===== src/rtl/core/fseg_pkg.sv =====
// ----------------------------------------------------------------------------
// fseg_pkg
// shared types and constants of the frame segmenter
// ----------------------------------------------------------------------------
`default_nettype none

package fseg_pkg;

    // defaults for top level parameters
    localparam int PAYLOAD_BYTES_DEF = 1191;
    localparam int QUEUE_DEPTH_DEF   = 4;

    // packet kinds
    localparam logic [1:0] KIND_START    = 2'd0;
    localparam logic [1:0] KIND_CONTINUE = 2'd1;
    localparam logic [1:0] KIND_END      = 2'd2;

    // header lengths in bytes
    localparam logic [3:0] HDR_NONE  = 4'd0;
    localparam logic [3:0] HDR_SHORT = 4'd4;
    localparam logic [3:0] HDR_LONG  = 4'd8;

    typedef struct packed {
        logic [7:0]  stream_id;
        logic [31:0] frame_number;
        logic [23:0] frame_length;
        logic [7:0]  data_byte;
    } item_t;

    typedef struct packed {
        logic [7:0]  flow_id;
        logic [1:0]  packet_kind;
        logic [7:0]  out_byte;
        logic        packet_end;
        logic [11:0] pad_bytes;
        logic        item_done;
    } result_t;

    // one classified input byte, handed from front to back
    typedef struct packed {
        logic [7:0]  stream;
        logic [1:0]  kind;
        logic [31:0] number;
        logic [23:0] length;
        logic [7:0]  data;
        logic [3:0]  hdr_len;
        logic        last;
        logic [11:0] pad;
    } cmd_t;

endpackage

`default_nettype wire


===== src/rtl/core/fseg_front.sv =====
// ----------------------------------------------------------------------------
// fseg_front
// accepts frame bytes, tracks packet boundaries and classifies each byte
// ----------------------------------------------------------------------------
`default_nettype none

module fseg_front
    import fseg_pkg::*;
#(
    parameter int PAYLOAD_BYTES = PAYLOAD_BYTES_DEF
) (
    input  wire logic  clk,
    input  wire logic  rst_n,
    input  wire logic  push,
    output logic       full,
    input  wire item_t item,
    input  wire logic  q_full,
    output logic       q_push,
    output cmd_t       q_data
);

    localparam logic [23:0] START_MAX = 24'(PAYLOAD_BYTES - 8);
    localparam logic [23:0] CONT_MAX  = 24'(PAYLOAD_BYTES - 4);
    localparam logic [12:0] PAYLOAD   = 13'(PAYLOAD_BYTES);

    logic        in_frame_reg;
    logic [23:0] pos_reg;
    logic [11:0] fill_reg;
    logic [11:0] left_reg;
    logic [1:0]  kind_reg;
    logic [23:0] held_length_reg;
    logic [31:0] held_number_reg;
    logic [7:0]  held_stream_reg;

    logic [23:0] len;
    logic [23:0] pos;
    logic [11:0] fill;
    logic [11:0] left;
    logic [1:0]  kind;
    logic [23:0] remaining;
    logic        new_pkt;
    logic [11:0] fill_next;
    logic [11:0] left_next;
    logic [23:0] pos_next;
    logic        pkt_last;
    logic [3:0]  hdr;
    logic [12:0] used;
    logic [11:0] pad;
    logic        frame_done;
    logic        take;

    assign full = q_full;

    always_comb
    begin
        len  = in_frame_reg ? held_length_reg : item.frame_length;
        pos  = in_frame_reg ? pos_reg : '0;
        fill = in_frame_reg ? fill_reg : '0;
        left = in_frame_reg ? left_reg : '0;
        kind = kind_reg;
        remaining = len - pos;
        new_pkt = (left == '0);
        if (new_pkt)
        begin
            fill = '0;
            if (pos == '0)
            begin
                kind = KIND_START;
                left = (remaining < START_MAX) ? remaining[11:0] : START_MAX[11:0];
            end
            else if (remaining > CONT_MAX)
            begin
                kind = KIND_CONTINUE;
                left = CONT_MAX[11:0];
            end
            else
            begin
                kind = KIND_END;
                left = remaining[11:0];
            end
        end
        fill_next  = fill + 12'd1;
        left_next  = left - 12'd1;
        pos_next   = pos + 24'd1;
        pkt_last   = (left_next == '0);
        hdr        = (kind == KIND_START) ? HDR_LONG : HDR_SHORT;
        used       = 13'(hdr) + 13'(fill_next);
        pad        = '0;
        if (pkt_last && kind != KIND_CONTINUE && used < PAYLOAD)
        begin
            pad = 12'(PAYLOAD - used);
        end
        frame_done = (pos_next >= len);
    end

    // a first byte of zero frame length is dropped
    assign take   = push && !q_full && (in_frame_reg || item.frame_length != '0);
    assign q_push = take;

    always_comb
    begin
        q_data.stream  = in_frame_reg ? held_stream_reg : item.stream_id;
        q_data.number  = in_frame_reg ? held_number_reg : item.frame_number;
        q_data.length  = len;
        q_data.kind    = kind;
        q_data.data    = item.data_byte;
        q_data.hdr_len = new_pkt ? hdr : HDR_NONE;
        q_data.last    = pkt_last;
        q_data.pad     = pad;
    end

    always_ff @(posedge clk or negedge rst_n)
    begin
        if (!rst_n)
        begin
            in_frame_reg <= 1'b0;
            pos_reg      <= '0;
            fill_reg     <= '0;
            left_reg     <= '0;
            kind_reg     <= KIND_START;
        end
        else if (take)
        begin
            in_frame_reg <= !frame_done;
            pos_reg      <= pos_next;
            fill_reg     <= fill_next;
            left_reg     <= frame_done ? 12'd0 : left_next;
            kind_reg     <= kind;
        end
    end

    always_ff @(posedge clk)
    begin
        if (take && !in_frame_reg)
        begin
            held_length_reg <= item.frame_length;
            held_number_reg <= item.frame_number;
            held_stream_reg <= item.stream_id;
        end
    end

endmodule

`default_nettype wire


===== src/rtl/core/fseg_cmd_fifo.sv =====
// ----------------------------------------------------------------------------
// fseg_cmd_fifo
// short command queue between front and back
// ----------------------------------------------------------------------------
`default_nettype none

module fseg_cmd_fifo
    import fseg_pkg::*;
#(
    parameter int DEPTH = QUEUE_DEPTH_DEF
) (
    input  wire logic clk,
    input  wire logic rst_n,
    input  wire logic wr_en,
    input  wire cmd_t wr_data,
    output logic      full,
    input  wire logic rd_en,
    output cmd_t      rd_data,
    output logic      empty
);

    localparam int PW = (DEPTH > 1) ? $clog2(DEPTH) : 1;
    localparam int CW = $clog2(DEPTH + 1);
    localparam logic [PW-1:0] LAST_PTR = PW'(DEPTH - 1);
    localparam logic [CW-1:0] FULL_CNT = CW'(DEPTH);

    cmd_t          mem_reg [DEPTH];
    logic [PW-1:0] wr_ptr_reg;
    logic [PW-1:0] rd_ptr_reg;
    logic [CW-1:0] count_reg;
    logic          do_wr;
    logic          do_rd;

    assign full    = (count_reg == FULL_CNT);
    assign empty   = (count_reg == '0);
    assign do_wr   = wr_en && !full;
    assign do_rd   = rd_en && !empty;
    assign rd_data = mem_reg[rd_ptr_reg];

    always_ff @(posedge clk or negedge rst_n)
    begin
        if (!rst_n)
        begin
            wr_ptr_reg <= '0;
            rd_ptr_reg <= '0;
            count_reg  <= '0;
        end
        else
        begin
            if (do_wr)
            begin
                wr_ptr_reg <= (wr_ptr_reg == LAST_PTR) ? '0 : wr_ptr_reg + 1'b1;
            end
            if (do_rd)
            begin
                rd_ptr_reg <= (rd_ptr_reg == LAST_PTR) ? '0 : rd_ptr_reg + 1'b1;
            end
            if (do_wr && !do_rd)
            begin
                count_reg <= count_reg + 1'b1;
            end
            else if (do_rd && !do_wr)
            begin
                count_reg <= count_reg - 1'b1;
            end
        end
    end

    always_ff @(posedge clk)
    begin
        if (do_wr)
        begin
            mem_reg[wr_ptr_reg] <= wr_data;
        end
    end

endmodule

`default_nettype wire


===== src/rtl/core/fseg_back.sv =====
// ----------------------------------------------------------------------------
// fseg_back
// expands each command into header beats and its data beat
// ----------------------------------------------------------------------------
`default_nettype none

module fseg_back
    import fseg_pkg::*;
(
    input  wire logic clk,
    input  wire logic rst_n,
    input  wire logic q_empty,
    input  wire cmd_t q_data,
    output logic      q_pop,
    output logic      empty,
    input  wire logic pop,
    output result_t   result
);

    logic       out_valid_reg;
    result_t    out_reg;
    logic [3:0] step_reg;

    logic       advance;
    logic       last_beat;
    result_t    beat;

    assign advance   = !q_empty && (!out_valid_reg || pop);
    assign last_beat = (step_reg == q_data.hdr_len);
    assign q_pop     = advance && last_beat;
    assign empty     = !out_valid_reg;
    assign result    = out_reg;

    always_comb
    begin
        beat.flow_id     = q_data.stream;
        beat.packet_kind = q_data.kind;
        beat.packet_end  = 1'b0;
        beat.pad_bytes   = '0;
        beat.item_done   = 1'b0;
        beat.out_byte    = '0;
        if (last_beat)
        begin
            beat.out_byte   = q_data.data;
            beat.packet_end = q_data.last;
            beat.pad_bytes  = q_data.pad;
            beat.item_done  = 1'b1;
        end
        else
        begin
            case (step_reg)
                4'd0:    beat.out_byte = q_data.number[31:24];
                4'd1:    beat.out_byte = q_data.number[23:16];
                4'd2:    beat.out_byte = q_data.number[15:8];
                4'd3:    beat.out_byte = q_data.number[7:0];
                4'd4:    beat.out_byte = 8'd0;
                4'd5:    beat.out_byte = q_data.length[23:16];
                4'd6:    beat.out_byte = q_data.length[15:8];
                4'd7:    beat.out_byte = q_data.length[7:0];
                default: beat.out_byte = 8'd0;
            endcase
        end
    end

    always_ff @(posedge clk or negedge rst_n)
    begin
        if (!rst_n)
        begin
            out_valid_reg <= 1'b0;
            step_reg      <= '0;
        end
        else if (advance)
        begin
            out_valid_reg <= 1'b1;
            step_reg      <= last_beat ? 4'd0 : step_reg + 4'd1;
        end
        else if (pop)
        begin
            out_valid_reg <= 1'b0;
        end
    end

    always_ff @(posedge clk)
    begin
        if (advance)
        begin
            out_reg <= beat;
        end
    end

endmodule

`default_nettype wire


===== src/rtl/core/frame_segmenter_top.sv =====
// ----------------------------------------------------------------------------
// frame_segmenter_top
// cuts frames into fixed-size start / continue / end datagrams, byte by byte
// ----------------------------------------------------------------------------
//
//  channel   handshake       payload    beat
//  input     push / full     item_t     one frame byte with its frame fields
//  result    pop / empty     result_t   one packet byte (header or data)
//
//  one frame byte leaves as 1 result beat, or 5 / 9 beats when it opens a
//  packet (4-byte frame number, plus 4-byte length on a start packet)
//  input side takes a byte every cycle while the command queue has room;
//  result side gives one beat per cycle while beats are popped, so header
//  insertion is what fills the queue and holds full high
//  a byte's first beat is registered in the queue, then in the output register
//  reset clears the frame tracker, the queue and the output register
//  a held result stalls the back; the front runs on until the queue fills
//
`default_nettype none

module frame_segmenter_top
    import fseg_pkg::*;
#(
    parameter int PAYLOAD_BYTES = PAYLOAD_BYTES_DEF,
    parameter int QUEUE_DEPTH   = QUEUE_DEPTH_DEF
) (
    input  wire logic  clk,
    input  wire logic  rst_n,
    input  wire logic  push,
    output logic       full,
    input  wire item_t item,
    output logic       empty,
    input  wire logic  pop,
    output result_t    result
);

    // front to queue
    logic q_wr;
    cmd_t q_wr_data;
    logic q_full;

    // queue to back
    logic q_rd;
    cmd_t q_rd_data;
    logic q_empty;

    // front: frame tracking and packet classification, one byte per cycle while the queue has room
    fseg_front #(
        .PAYLOAD_BYTES (PAYLOAD_BYTES)
    ) u_front (
        .clk    (clk),
        .rst_n  (rst_n),
        .push   (push),
        .full   (full),
        .item   (item),
        .q_full (q_full),
        .q_push (q_wr),
        .q_data (q_wr_data)
    );

    // decouples the byte rate in from the beat rate out
    fseg_cmd_fifo #(
        .DEPTH (QUEUE_DEPTH)
    ) u_queue (
        .clk     (clk),
        .rst_n   (rst_n),
        .wr_en   (q_wr),
        .wr_data (q_wr_data),
        .full    (q_full),
        .rd_en   (q_rd),
        .rd_data (q_rd_data),
        .empty   (q_empty)
    );

    // back: header beats then the data beat, into the output register
    fseg_back u_back (
        .clk     (clk),
        .rst_n   (rst_n),
        .q_empty (q_empty),
        .q_data  (q_rd_data),
        .q_pop   (q_rd),
        .empty   (empty),
        .pop     (pop),
        .result  (result)
    );

endmodule

`default_nettype wire


===== config.mk =====
export PLATFORM = sky130hd
export DESIGN_NAME = frame_segmenter_top
export DESIGN_NICKNAME = d
export VERILOG_FILES = /design/src/rtl/core/fseg_pkg.sv /design/src/rtl/core/fseg_front.sv /design/src/rtl/core/fseg_cmd_fifo.sv /design/src/rtl/core/fseg_back.sv /design/src/rtl/core/frame_segmenter_top.sv
export SDC_FILE = /design/constraint.sdc
export NUM_CORES = 1
export LEC_CHECK = 0
export ABC_AREA = 1
export BUFFER_PORTS_ARGS = -buffer_cell sky130_fd_sc_hd__buf_2
export CORE_MARGIN = 1
export CORE_UTILIZATION = 55
export DETAILED_ROUTE_END_ITERATION = 8
export PLACE_DENSITY_LB_ADDON = 0.15
export SYNTH_ARGS = -nofsm -noshare
export SYNTH_HDL_FRONTEND = slang
export SYNTH_SLANG_ARGS = --single-unit
export TNS_END_PERCENT = 10

===== constraint.sdc =====
create_clock -name clk -period 8.1 [get_ports clk]
set_input_delay 1.215 -clock clk [delete_from_list [all_inputs] [get_ports clk]]
set_output_delay 1.215 -clock clk [all_outputs]
set_load 0.05 [all_outputs]

==> impl_metrics.py, run 1 <==
metrics = {
    "floorplanning": {
        "fp.dieW_um": 212,
        "start_util": 0.562,
        "io_pins": 110,
        "row_count": 76,
        "coreArea_mm2": 0.0434,
        "dieArea_mm2": 0.0451,
        "chipHeight_um": 212,
    },
    "pwr": {
        "cellPowerDensity_mw_per_mm2": 390,
        "peakVddDrop_mv": 0.284,
        "leakagePower_uw": 0.0109,
        "finalPower_uw": 10600,
    },
    "min_path": {
        "min_path_type": "reg2reg",
        "worstHoldStart": "u_front.pos_reg[1]",
    },
    "detailed_routing": {
        "drc": 0,
        "ant_nets": 0,
        "first_pass_iters": 5,
        "drt-total-wl_mm": 59.2,
        "num_vias": 17456,
        "routedWlPerCell_um": 19.1,
        "avgViaCountPerCell": 5.63,
        "drt_iter0_drc": 1403,
    },
    "synthesis": {
        "syn_area_mm2": 0.0244,
        "syn_inst": 2378,
        "ys_seq_area_frac": 0.622,
        "yosysUniqueCellTypes": 56,
        "synth_edf_count": 452,
        "ys_warn_count": 0,
        "avgSynthCellArea_um2": 10.2,
        "synthFlopType": "edfxtp_1",
        "synth.ff_latch_count": 515,
        "async_reset_ff_frac": 0.122,
    },
    "layout": {
        "nNetsFinal": 2615,
        "layout_common_cells": "nand2_1, edfxtp_1, nor2_1, o21ai_0, inv_1",
        "area_delta_synth_final_pct": 11.4,
        "antenna-diode-count": 0,
        "final_common_cell": "nand2_1",
        "largest_reg_flops": 356,
        "drive_gt1_frac": 0.120,
    },
    "cts": {
        "ctsResizeCount": 0,
        "cts_tree": "done",
        "clk_path_buf_depth": 3,
        "cts_hold_buf": 0,
        "numClockSinks": 515,
        "cts-htree-levels": 2,
        "clk_latency_ns": 0.59,
        "root_buffer": "clkbuf_16",
        "cts_setup_buffers": 0,
        "cts_buffers": 51,
        "clkTransAtPathRegs_ns": 0.06,
    },
    "sta": {
        "period_needed_ns": 7.33,
        "slew_headroom": 0.250,
        "worst_slack_ns": 0.771,
        "slew_violations": 0,
        "timing.fmax_ghz": 0.136,
        "worst-slew-pin-transition_ns": 1.12,
        "rsz0062_at_grt": "false",
        "fin_crit_sh": 0.905,
        "totalNegativeSetupSlack_ns": 0,
        "setup_viol": 0,
        "skew_ns": 0.0165,
        "finalHoldViolations": 0,
    },
    "critical_path": {
        "worst-path-max-fanout": 47,
        "worst_setup_path_start_kind": "flip-flop",
        "cpPeakStageDelay_ns": 0.67,
        "reg2reg_from": "u_front.in_frame_reg",
        "crit_path_start": "u_front.in_frame_reg",
        "cp.arrival_ns": 7.71,
        "cp_slowest_cell": "dfrtp_4",
        "criticalPathCategory": "reg2reg",
        "worst_r2r_path_depth": 33,
        "cp-end-kind": "flip-flop",
        "crit_required_ns": 8.48,
        "r2r_end": "u_queue.mem_reg[1][0]",
        "r2r_slack_ns": 0.77,
        "crit_end": "u_queue.mem_reg[1][0]",
    },
    "placement": {
        "pre_cts_slack_ns": 0.658,
        "place_congestion": 0.909,
        "numPortBuffers": 109,
        "dp_hpwl_mm": 38.2,
    },
    "global_route": {
        "grt_usage": 0.268,
        "grt_busiest_layer": "met2",
        "grt_pass1_vias": 16949,
        "antenna_found_initial": 1,
        "grt_max_degree": 105,
        "grtUsageMet2": 0.449,
        "grt_first_pass_wirelength_mm": 92.3,
        "use_met1": 0.356,
        "grt-ovfl-total": 0,
        "grt_use_met3": 0.0453,
    },
    "outcome": {
        "outcome": "finished clean",
    },
    "flow_run": {
        "maxCapViolations": 0,
    },
}
==> report_power, final <==
group	total, uW	internal [uW]	switching [uW]	leakage (uW)
clock	2340	1360	981	0.000817
combinational	4220	1170	3050	0.00508
sequential	4020	3750	274	0.00503
total	10600	6270	4310	0.0109
==> metal layers <==
layer  wire length (um)  vias up  share of wire
li1                   -     8380              -
met1              25300     8448           0.43
met2              28500      520           0.48
met3               3490      106          0.059
met4               1790        2          0.030
met5                 11        -        0.00019
==> synth_stat cells (7+ instances only) <==
| library cell | instances | area (um^2) |
|---|---|---|
| nand3_1 | 76 | 380 |
| clkbuf_1 | 78 | 293 |
| ha_1 | 64 | 801 |
| buf_1 | 7 | 26.3 |
| nor4_1 | 11 | 68.8 |
| nor3_2 | 8 | 80.1 |
| nor2_1 | 312 | 1170 |
| nand2_2 | 20 | 125 |
| xor2_1 | 33 | 289 |
| or2_2 | 21 | 131 |
| nor3_1 | 14 | 70.1 |
| a221oi_1 | 10 | 87.6 |
| nand2_1 | 496 | 1860 |
| nor2_2 | 21 | 131 |
| o22ai_1 | 73 | 457 |
| inv_1 | 187 | 702 |
| nand4_1 | 19 | 119 |
| dfrtp_1 | 63 | 1580 |
| nand3b_1 | 8 | 60.1 |
| a21o_1 | 8 | 60.1 |
| edfxtp_1 | 452 | 13600 |
| o21ai_0 | 259 | 1300 |
| xnor2_1 | 8 | 70.1 |
| a21oi_1 | 63 | 315 |
==> kinds of logic after synthesis <==
family	after synthesis	share of synthesized area
simple gates	1021	0.179
flops	515	0.622
compound gates	444	0.102
buf+inv	287	0.0462
fa+ha+maj	67	0.0353
xor+xnor	43	0.0161
other cells	1	0.000154
==> stage by stage <==
| step | hold WS [ns] | cell area [um^2] | instances | util |
|---|---|---|---|---|
| 4_1_cts | 0.483 | 27100 | 3098 | 0.626 |
| 3_3_place_gp | 0.464 | 25500 | 3004 | 0.588 |
| 6_report | 0.479 | 27100 | 3098 | 0.626 |
| 2_1_floorplan | 0.449 | 24400 | 2381 | - |
| 5_1_grt | 0.508 | 27100 | 3098 | 0.626 |
| 3_5_place_dp | 0.466 | 25500 | 3004 | 0.588 |
==> critical path, delay by kind of cell, from the launching register on <==
kind            cells  cell delay (ns)
fa+ha+maj           3             1.00
buf+inv             6             0.94
simple gates       21             3.40
xor+xnor            1             0.24
compound gates      2             0.80
flops               1             0.67
==> final cells by class <==
type	instances	area, um^2
multi-input combinational	1579	8150
inverter	195	737
sequential	515	15200
tap	585	732
fill	3519	16200
clock inverter	32	297
timing repair buffer	130	703
clock buffer	62	1360
==> worst min-delay path by stage <==
stage	to	slack (ns)	cells past startpoint
after global placement	u_front.pos_reg[14]	0.46	2
after CTS	u_front.pos_reg[14]	0.48	2
after floorplan	u_front.pos_reg[1]	0.45	2
after global routing	u_front.pos_reg[14]	0.51	2
final	u_front.pos_reg[1]	0.48	2
after detailed placement	u_front.pos_reg[14]	0.47	2
(Power assumes the default switching activity.)
==> run 2: changes to the inputs <==
Settings changed: CORE_UTILIZATION 55 to 35, RECOVER_POWER set to 50.
==> run 2 against run 1 <==
  * The run now ends with max-capacitance violations, max-slew violations left
  * Clock skew is essentially flat
  * Sequential cell count is the same
  * Clock power grew 3%
  * Combinational power grew 2%
  * Global-route usage shrank 8.3 points
  * Final cell count grew 12%
  * Worst hold slack gained 0.0012 ns
  * Sequential share of layout area shrank 0.86 points
  * Register-to-register slack is essentially flat
  * Power grew 1.6%
  * Critical endpoint is now u_queue.mem_reg[3][0]
  * Largest power group unchanged
  * Highest routed layer is now met4
==> impl_metrics.py, run 2 (synthesis results as in run 1) <==
metrics = {
    "outcome": {
        "outcome": "finished with violations",
        "violations": "max-capacitance violations, max-slew violations",
    },
    "detailed_routing": {
        "drt-total-wl_mm": 65.6,
        "drt_iter0_drc": 1149,
        "avgViaCountPerCell": 4.96,
        "first_pass_iters": 7,
        "routedWlPerCell_um": 19.0,
        "drc": 0,
        "num_vias": 17160,
        "ant_nets": 0,
    },
    "pwr": {
        "p_int_uw": 6270,
        "p_sw_uw": 4480,
        "cellPowerDensity_mw_per_mm2": 390,
        "pwr-share-clk": 0.225,
        "leakagePower_uw": 0.0107,
        "peakVddDrop_mv": 0.213,
        "power_frac_comb": 0.401,
        "p_seq_frac": 0.373,
        "switching_share": 0.417,
    },
    "critical_path": {
        "cpPeakStageDelay_ns": 1.86,
        "worst_setup_path_start_kind": "flip-flop",
        "critical_path.cell_chain": "buf_16 -> clkbuf_1 -> nand2_1 -> nand4_1 -> nand3b_4 -> inv_1 -> nand2_4 -> inv_1 -> a21oi_1 -> nor2_1 -> inv_1 -> ha_1 -> inv_1 -> fa_1 -> nor2_1 -> nand2_2 -> nor3_2 -> xor2_2 -> nand3_1 -> nand2_1 -> nand4_1 -> nor2_1 -> nand3_2 -> nor2_1",
        "worst-path-max-fanout": 43,
        "criticalPathCategory": "reg2reg",
        "cp-end-kind": "flip-flop",
        "reg2reg_from": "u_front.in_frame_reg",
        "crit_required_ns": 8.51,
        "cp.arrival_ns": 7.73,
        "crit_path_start": "u_front.in_frame_reg",
        "cp_slowest_cell": "clkbuf_1",
    },
    "global_route": {
        "grt_usage": 0.185,
        "grt_pass1_vias": 17183,
        "antenna_found_initial": 0,
        "grt-ovfl-total": 0,
        "grt_first_pass_wirelength_mm": 100,
        "grt_max_degree": 97,
    },
    "cts": {
        "root_buffer": "clkbuf_16",
        "clk_latency_ns": 0.62,
        "clkTransAtPathRegs_ns": 0.06,
        "numClockSinks": 515,
        "cts_buffers": 56,
        "ctsResizeCount": 0,
        "cts_tree": "done",
        "cts-htree-levels": 2,
        "clk_path_buf_depth": 3,
    },
    "sta": {
        "slew_headroom": -1.61,
        "timing.fmax_ghz": 0.137,
        "setup_viol": 0,
        "slew_violations": 214,
        "finalHoldViolations": 0,
        "fin_crit_sh": 0.904,
        "period_needed_ns": 7.33,
        "rsz0062_at_grt": "false",
        "worst-slew-pin-transition_ns": 3.92,
        "worst_slack_ns": 0.774,
        "skew_ns": 0.0160,
        "totalNegativeSetupSlack_ns": 0,
    },
    "layout": {
        "seq_area_mm2": 0.0152,
        "fillCellCount": 6782,
        "multi_input_area_mm2": 0.00812,
        "largest_reg_flops": 356,
        "final_common_cell": "nand2_1",
        "drive_gt1_frac": 0.0843,
        "antenna-diode-count": 0,
        "layout_common_cells": "nand2_1, edfxtp_1, nor2_1, o21ai_0, inv_1",
        "area_delta_synth_final_pct": 13.1,
        "stdcell_count": 3457,
        "final_core_utilization": 0.401,
        "nNetsFinal": 2625,
    },
    "min_path": {
        "worstHoldStart": "u_front.pos_reg[10]",
        "min_path_type": "reg2reg",
    },
    "flow_run": {
        "maxCapViolations": 6,
    },
    "floorplanning": {
        "io_pins": 110,
        "row_count": 96,
        "coreArea_mm2": 0.0687,
        "fp.dieW_um": 266,
        "dieArea_mm2": 0.0707,
        "start_util": 0.355,
        "chipHeight_um": 266,
    },
    "placement": {
        "dp_hpwl_mm": 42.0,
        "placed_cells": 3354,
        "pre_cts_slack_ns": 0.423,
        "place_congestion": 0.859,
        "numPortBuffers": 109,
    },
}
-- run 2: cell count changes in the layout (fill, tap and decap cells not counted), moves of 4 or more --
cell	before	now
clkbuf_1	9	100
buf_2	109	21
clkbuf_16	53	57
clkinv_1	14	18
-- run 2: worst paths after layout --
kind | cells past startpoint | slack [ns] | endpoint
setup / recovery | 24 | 0.77 | u_queue.mem_reg[3][0]
hold / removal | 2 | 0.48 | u_front.pos_reg[10]
setup reg to reg | 24 | 0.77 | u_queue.mem_reg[3][0]
hold reg to reg | 2 | 0.48 | u_front.pos_reg[10]
max in group asynchronous | 2 | 3.23 | u_front.in_frame_reg
min in group asynchronous | 2 | 2.05 | u_front.pos_reg[2]
-- run 2: layer usage --
layer	track usage	share of wire	vias to the layer above
met5	0	0	-
met4	0.0581	0.027	0
met3	0.0235	0.038	89
met2	0.311	0.48	355
met1	0.248	0.46	8317
li1	-	-	8399
-- run 2: cell type report --
class                   instances  share of cell area
well taps                     931              0.0423
clock buffers                  65              0.0532
flip-flops and latches        515               0.550
clock inverters                37             0.00967
repair buffers                135              0.0234
multi-input cells            1579               0.295
inverters                     195              0.0267
-- run 2: stage by stage --
| step | hold slack, ns | cell area [um^2] | total power [uW] |
|---|---|---|---|
| CTS | 0.486 | 27700 | 10900 |
| detailed placement | 0.470 | 26000 | 8440 |
| finish | 0.480 | 27600 | 10800 |
| global route | 0.503 | 27600 | 11500 |
| global placement | 0.464 | 26000 | 8400 |
| floorplan | 0.449 | 24400 | 7050 |
-- run 2: worst max-delay path, delay by kind of cell (launching register included) --
family                   cells  cell delay, ns
XOR/XNOR                     1            0.24
AND/OR/NAND/NOR             14            2.75
AO/OA/AOI/OAI                1            0.36
adder cells (fa/ha/maj)      2            0.56
flip-flops                   1            0.64
buffers and inverters        6            2.55
-- run 2: timing repair --
action	in CTS	in global routing
hold buffers	0	0
setup buffers	0	1
endpoints found under the hold margin	0	0
endpoints found under the setup margin	0	25
-- run 2: power groups by stage --
stage	Clock (uW)	Sequential [uW]	Combinational, uW
after floorplan	0	4270	2780
after global placement	0	4060	4350
after detailed placement	0	4070	4370
after CTS	2490	4020	4390
after global routing	2590	4080	4810
final	2420	4010	4310
==> run 3: changes to the inputs <==
Settings changed: REMOVE_ABC_BUFFERS set to 1.
==> run 3 against run 2 <==
  * The flow still finishes with violations (max-capacitance violations, max-slew violations)
  * Sequential power hardly changed
  * Non-clock buffer count stayed put
  * Via count is 0.51% higher
  * Sequential cell count stayed put
  * First-iteration DRC count hardly changed
  * Cell area is 0.18% higher
  * Clock skew is 0.0083 ns higher
  * Clock power is 4% higher
==> impl_metrics.py, run 3 (synthesis results as in run 1) <==
metrics = {
    "outcome": {
        "outcome": "finished with violations",
        "violations": "max-capacitance violations, max-slew violations",
    },
    "layout": {
        "drive_gt1_frac": 0.0807,
        "antenna-diode-count": 0,
        "stdcell_count": 3458,
        "final_common_cell": "nand2_1",
        "area_delta_synth_final_pct": 13.3,
        "nNetsFinal": 2625,
        "layout_common_cells": "nand2_1, edfxtp_1, nor2_1, o21ai_0, inv_1",
        "stdcell_area_mm2": 0.0276,
        "largest_reg_flops": 356,
        "fillCellCount": 6765,
    },
    "detailed_routing": {
        "ant_nets": 0,
        "first_pass_iters": 8,
        "avgViaCountPerCell": 4.99,
        "routedWlPerCell_um": 19.0,
        "drt_iter0_drc": 1148,
        "num_vias": 17247,
        "drt-total-wl_mm": 65.6,
        "drc": 0,
    },
    "sta": {
        "worst-slew-pin-transition_ns": 3.82,
        "rsz0062_at_grt": "false",
        "timing.fmax_ghz": 0.135,
        "skew_ns": 0.0243,
        "slew_violations": 266,
        "setup_viol": 0,
        "fin_crit_sh": 0.916,
        "hold_ws_ns": 0.486,
        "slew_headroom": -1.55,
        "period_needed_ns": 7.42,
        "finalHoldViolations": 0,
    },
    "critical_path": {
        "worst_setup_path_start_kind": "flip-flop",
        "reg2reg_from": "u_front.in_frame_reg",
        "r2r_slack_ns": 0.68,
        "crit_required_ns": 8.51,
        "cp_slowest_cell": "dfrtp_4",
        "cp-end-kind": "flip-flop",
        "worst-path-max-fanout": 40,
        "r2r_end": "u_queue.mem_reg[0][0]",
        "criticalPathCategory": "reg2reg",
        "cp.arrival_ns": 7.83,
        "cpPeakStageDelay_ns": 0.62,
        "worst_r2r_path_depth": 38,
        "cpMostUsedCell": "nand2_1",
    },
    "cts": {
        "clk_path_buf_depth": 3,
        "cts_buffers": 56,
        "clk_latency_ns": 0.62,
        "clkTransAtPathRegs_ns": 0.06,
        "root_buffer": "clkbuf_16",
        "cts_hold_buf": 0,
        "cts_tree": "done",
        "numClockSinks": 515,
        "cts-htree-levels": 2,
    },
    "global_route": {
        "grt_pass1_vias": 17263,
        "grt-ovfl-total": 0,
        "grt_usage": 0.187,
        "grt_max_degree": 79,
        "grt_first_pass_wirelength_mm": 102,
        "antenna_found_initial": 1,
    },
    "floorplanning": {
        "start_util": 0.355,
        "coreArea_mm2": 0.0687,
        "io_pins": 110,
        "fp.dieW_um": 266,
        "row_count": 96,
        "dieArea_mm2": 0.0707,
        "chipHeight_um": 266,
    },
    "pwr": {
        "leakagePower_uw": 0.0107,
        "p_int_uw": 6370,
        "cellPowerDensity_mw_per_mm2": 390,
        "power_frac_comb": 0.395,
        "peakVddDrop_mv": 0.181,
        "finalPower_uw": 10800,
        "p_seq_frac": 0.372,
        "switching_share": 0.409,
        "pwr-share-clk": 0.233,
        "p_sw_uw": 4400,
    },
    "placement": {
        "placed_cells": 3354,
        "dp_hpwl_mm": 42.2,
        "place_congestion": 0.850,
        "placed_area_mm2": 0.0259,
        "numPortBuffers": 109,
    },
    "min_path": {
        "worstHoldStart": "u_front.left_reg[1]",
        "hold_path_end": "u_front.left_reg[1]",
        "min_path_type": "reg2reg",
        "min_path_cells": 2,
    },
    "flow_run": {
        "maxCapViolations": 5,
    },
}
## run 3: what timing repair did
action                                  CTS  global route
buffers inserted                          0             1
endpoints found under the setup margin    0            44
resized for setup                         0             1
## run 3: critical path: cells and delay by family, from the launching register on
family | cells | cell delay (ns)
adders and majority gates | 3 | 1.02
DFF | 1 | 0.62
xor gates and xnor gates | 1 | 0.19
buffers and inverters | 6 | 0.97
AOI/OAI and AO/OA | 2 | 0.48
and+or+nand+nor | 26 | 3.85
## run 3: through the flow
| step | util | setup TNS (ns) | setup slack (ns) |
|---|---|---|---|
| floorplan | - | -4.72 | -1.03 |
| global placement | 0.378 | 0 | 0.407 |
| detailed placement | 0.378 | 0 | 0.149 |
| CTS | 0.404 | 0 | 0.302 |
| global route | 0.402 | 0 | 0.0778 |
| finish | 0.402 | 0 | 0.679 |
## run 3: how the worst max path moves through the flow
stage | from | to | slack, ns | cells past startpoint
after CTS | u_front.in_frame_reg | u_queue.mem_reg[0][0] | 0.30 | 35
after detailed placement | item[14] | u_queue.mem_reg[2][0] | 0.15 | 34
after floorplan | u_queue.rd_ptr_reg[0] | u_queue.count_reg[1] | -1.03 | 16
final | u_front.in_frame_reg | u_queue.mem_reg[0][0] | 0.68 | 38
after global routing | u_front.in_frame_reg | u_queue.mem_reg[0][0] | 0.08 | 38
after global placement | item[14] | u_queue.mem_reg[1][0] | 0.41 | 35
## run 3: area by class of cell
type / count / area (um^2) / area share
Sequential cell: 515 / 15200 / 0.549
Multi-Input combinational cell: 1579 / 8120 / 0.294
Clock buffer: 76 / 1510 / 0.0546
Tap cell: 931 / 1160 / 0.0422
Inverter: 195 / 737 / 0.0267
Timing Repair Buffer: 135 / 606 / 0.0219
Clock inverter: 27 / 314 / 0.0114
## run 3: power groups by stage
stage / combinational, uW / clock, uW / sequential, uW
3_3_place_gp: 4300 / 0 / 4050
6_report: 4250 / 2510 / 4010
5_1_grt: 4790 / 2690 / 4070
2_1_floorplan: 2580 / 0 / 4410
3_5_place_dp: 4320 / 0 / 4070
4_1_cts: 4340 / 2590 / 4020
## run 3: metal layers
layer	track usage	up-vias	wire, um
met5	0	-	0
met4	0.0514	0	1570
met3	0.0258	94	2780
met2	0.315	343	31200
met1	0.251	8411	30100
li1	-	8399	-
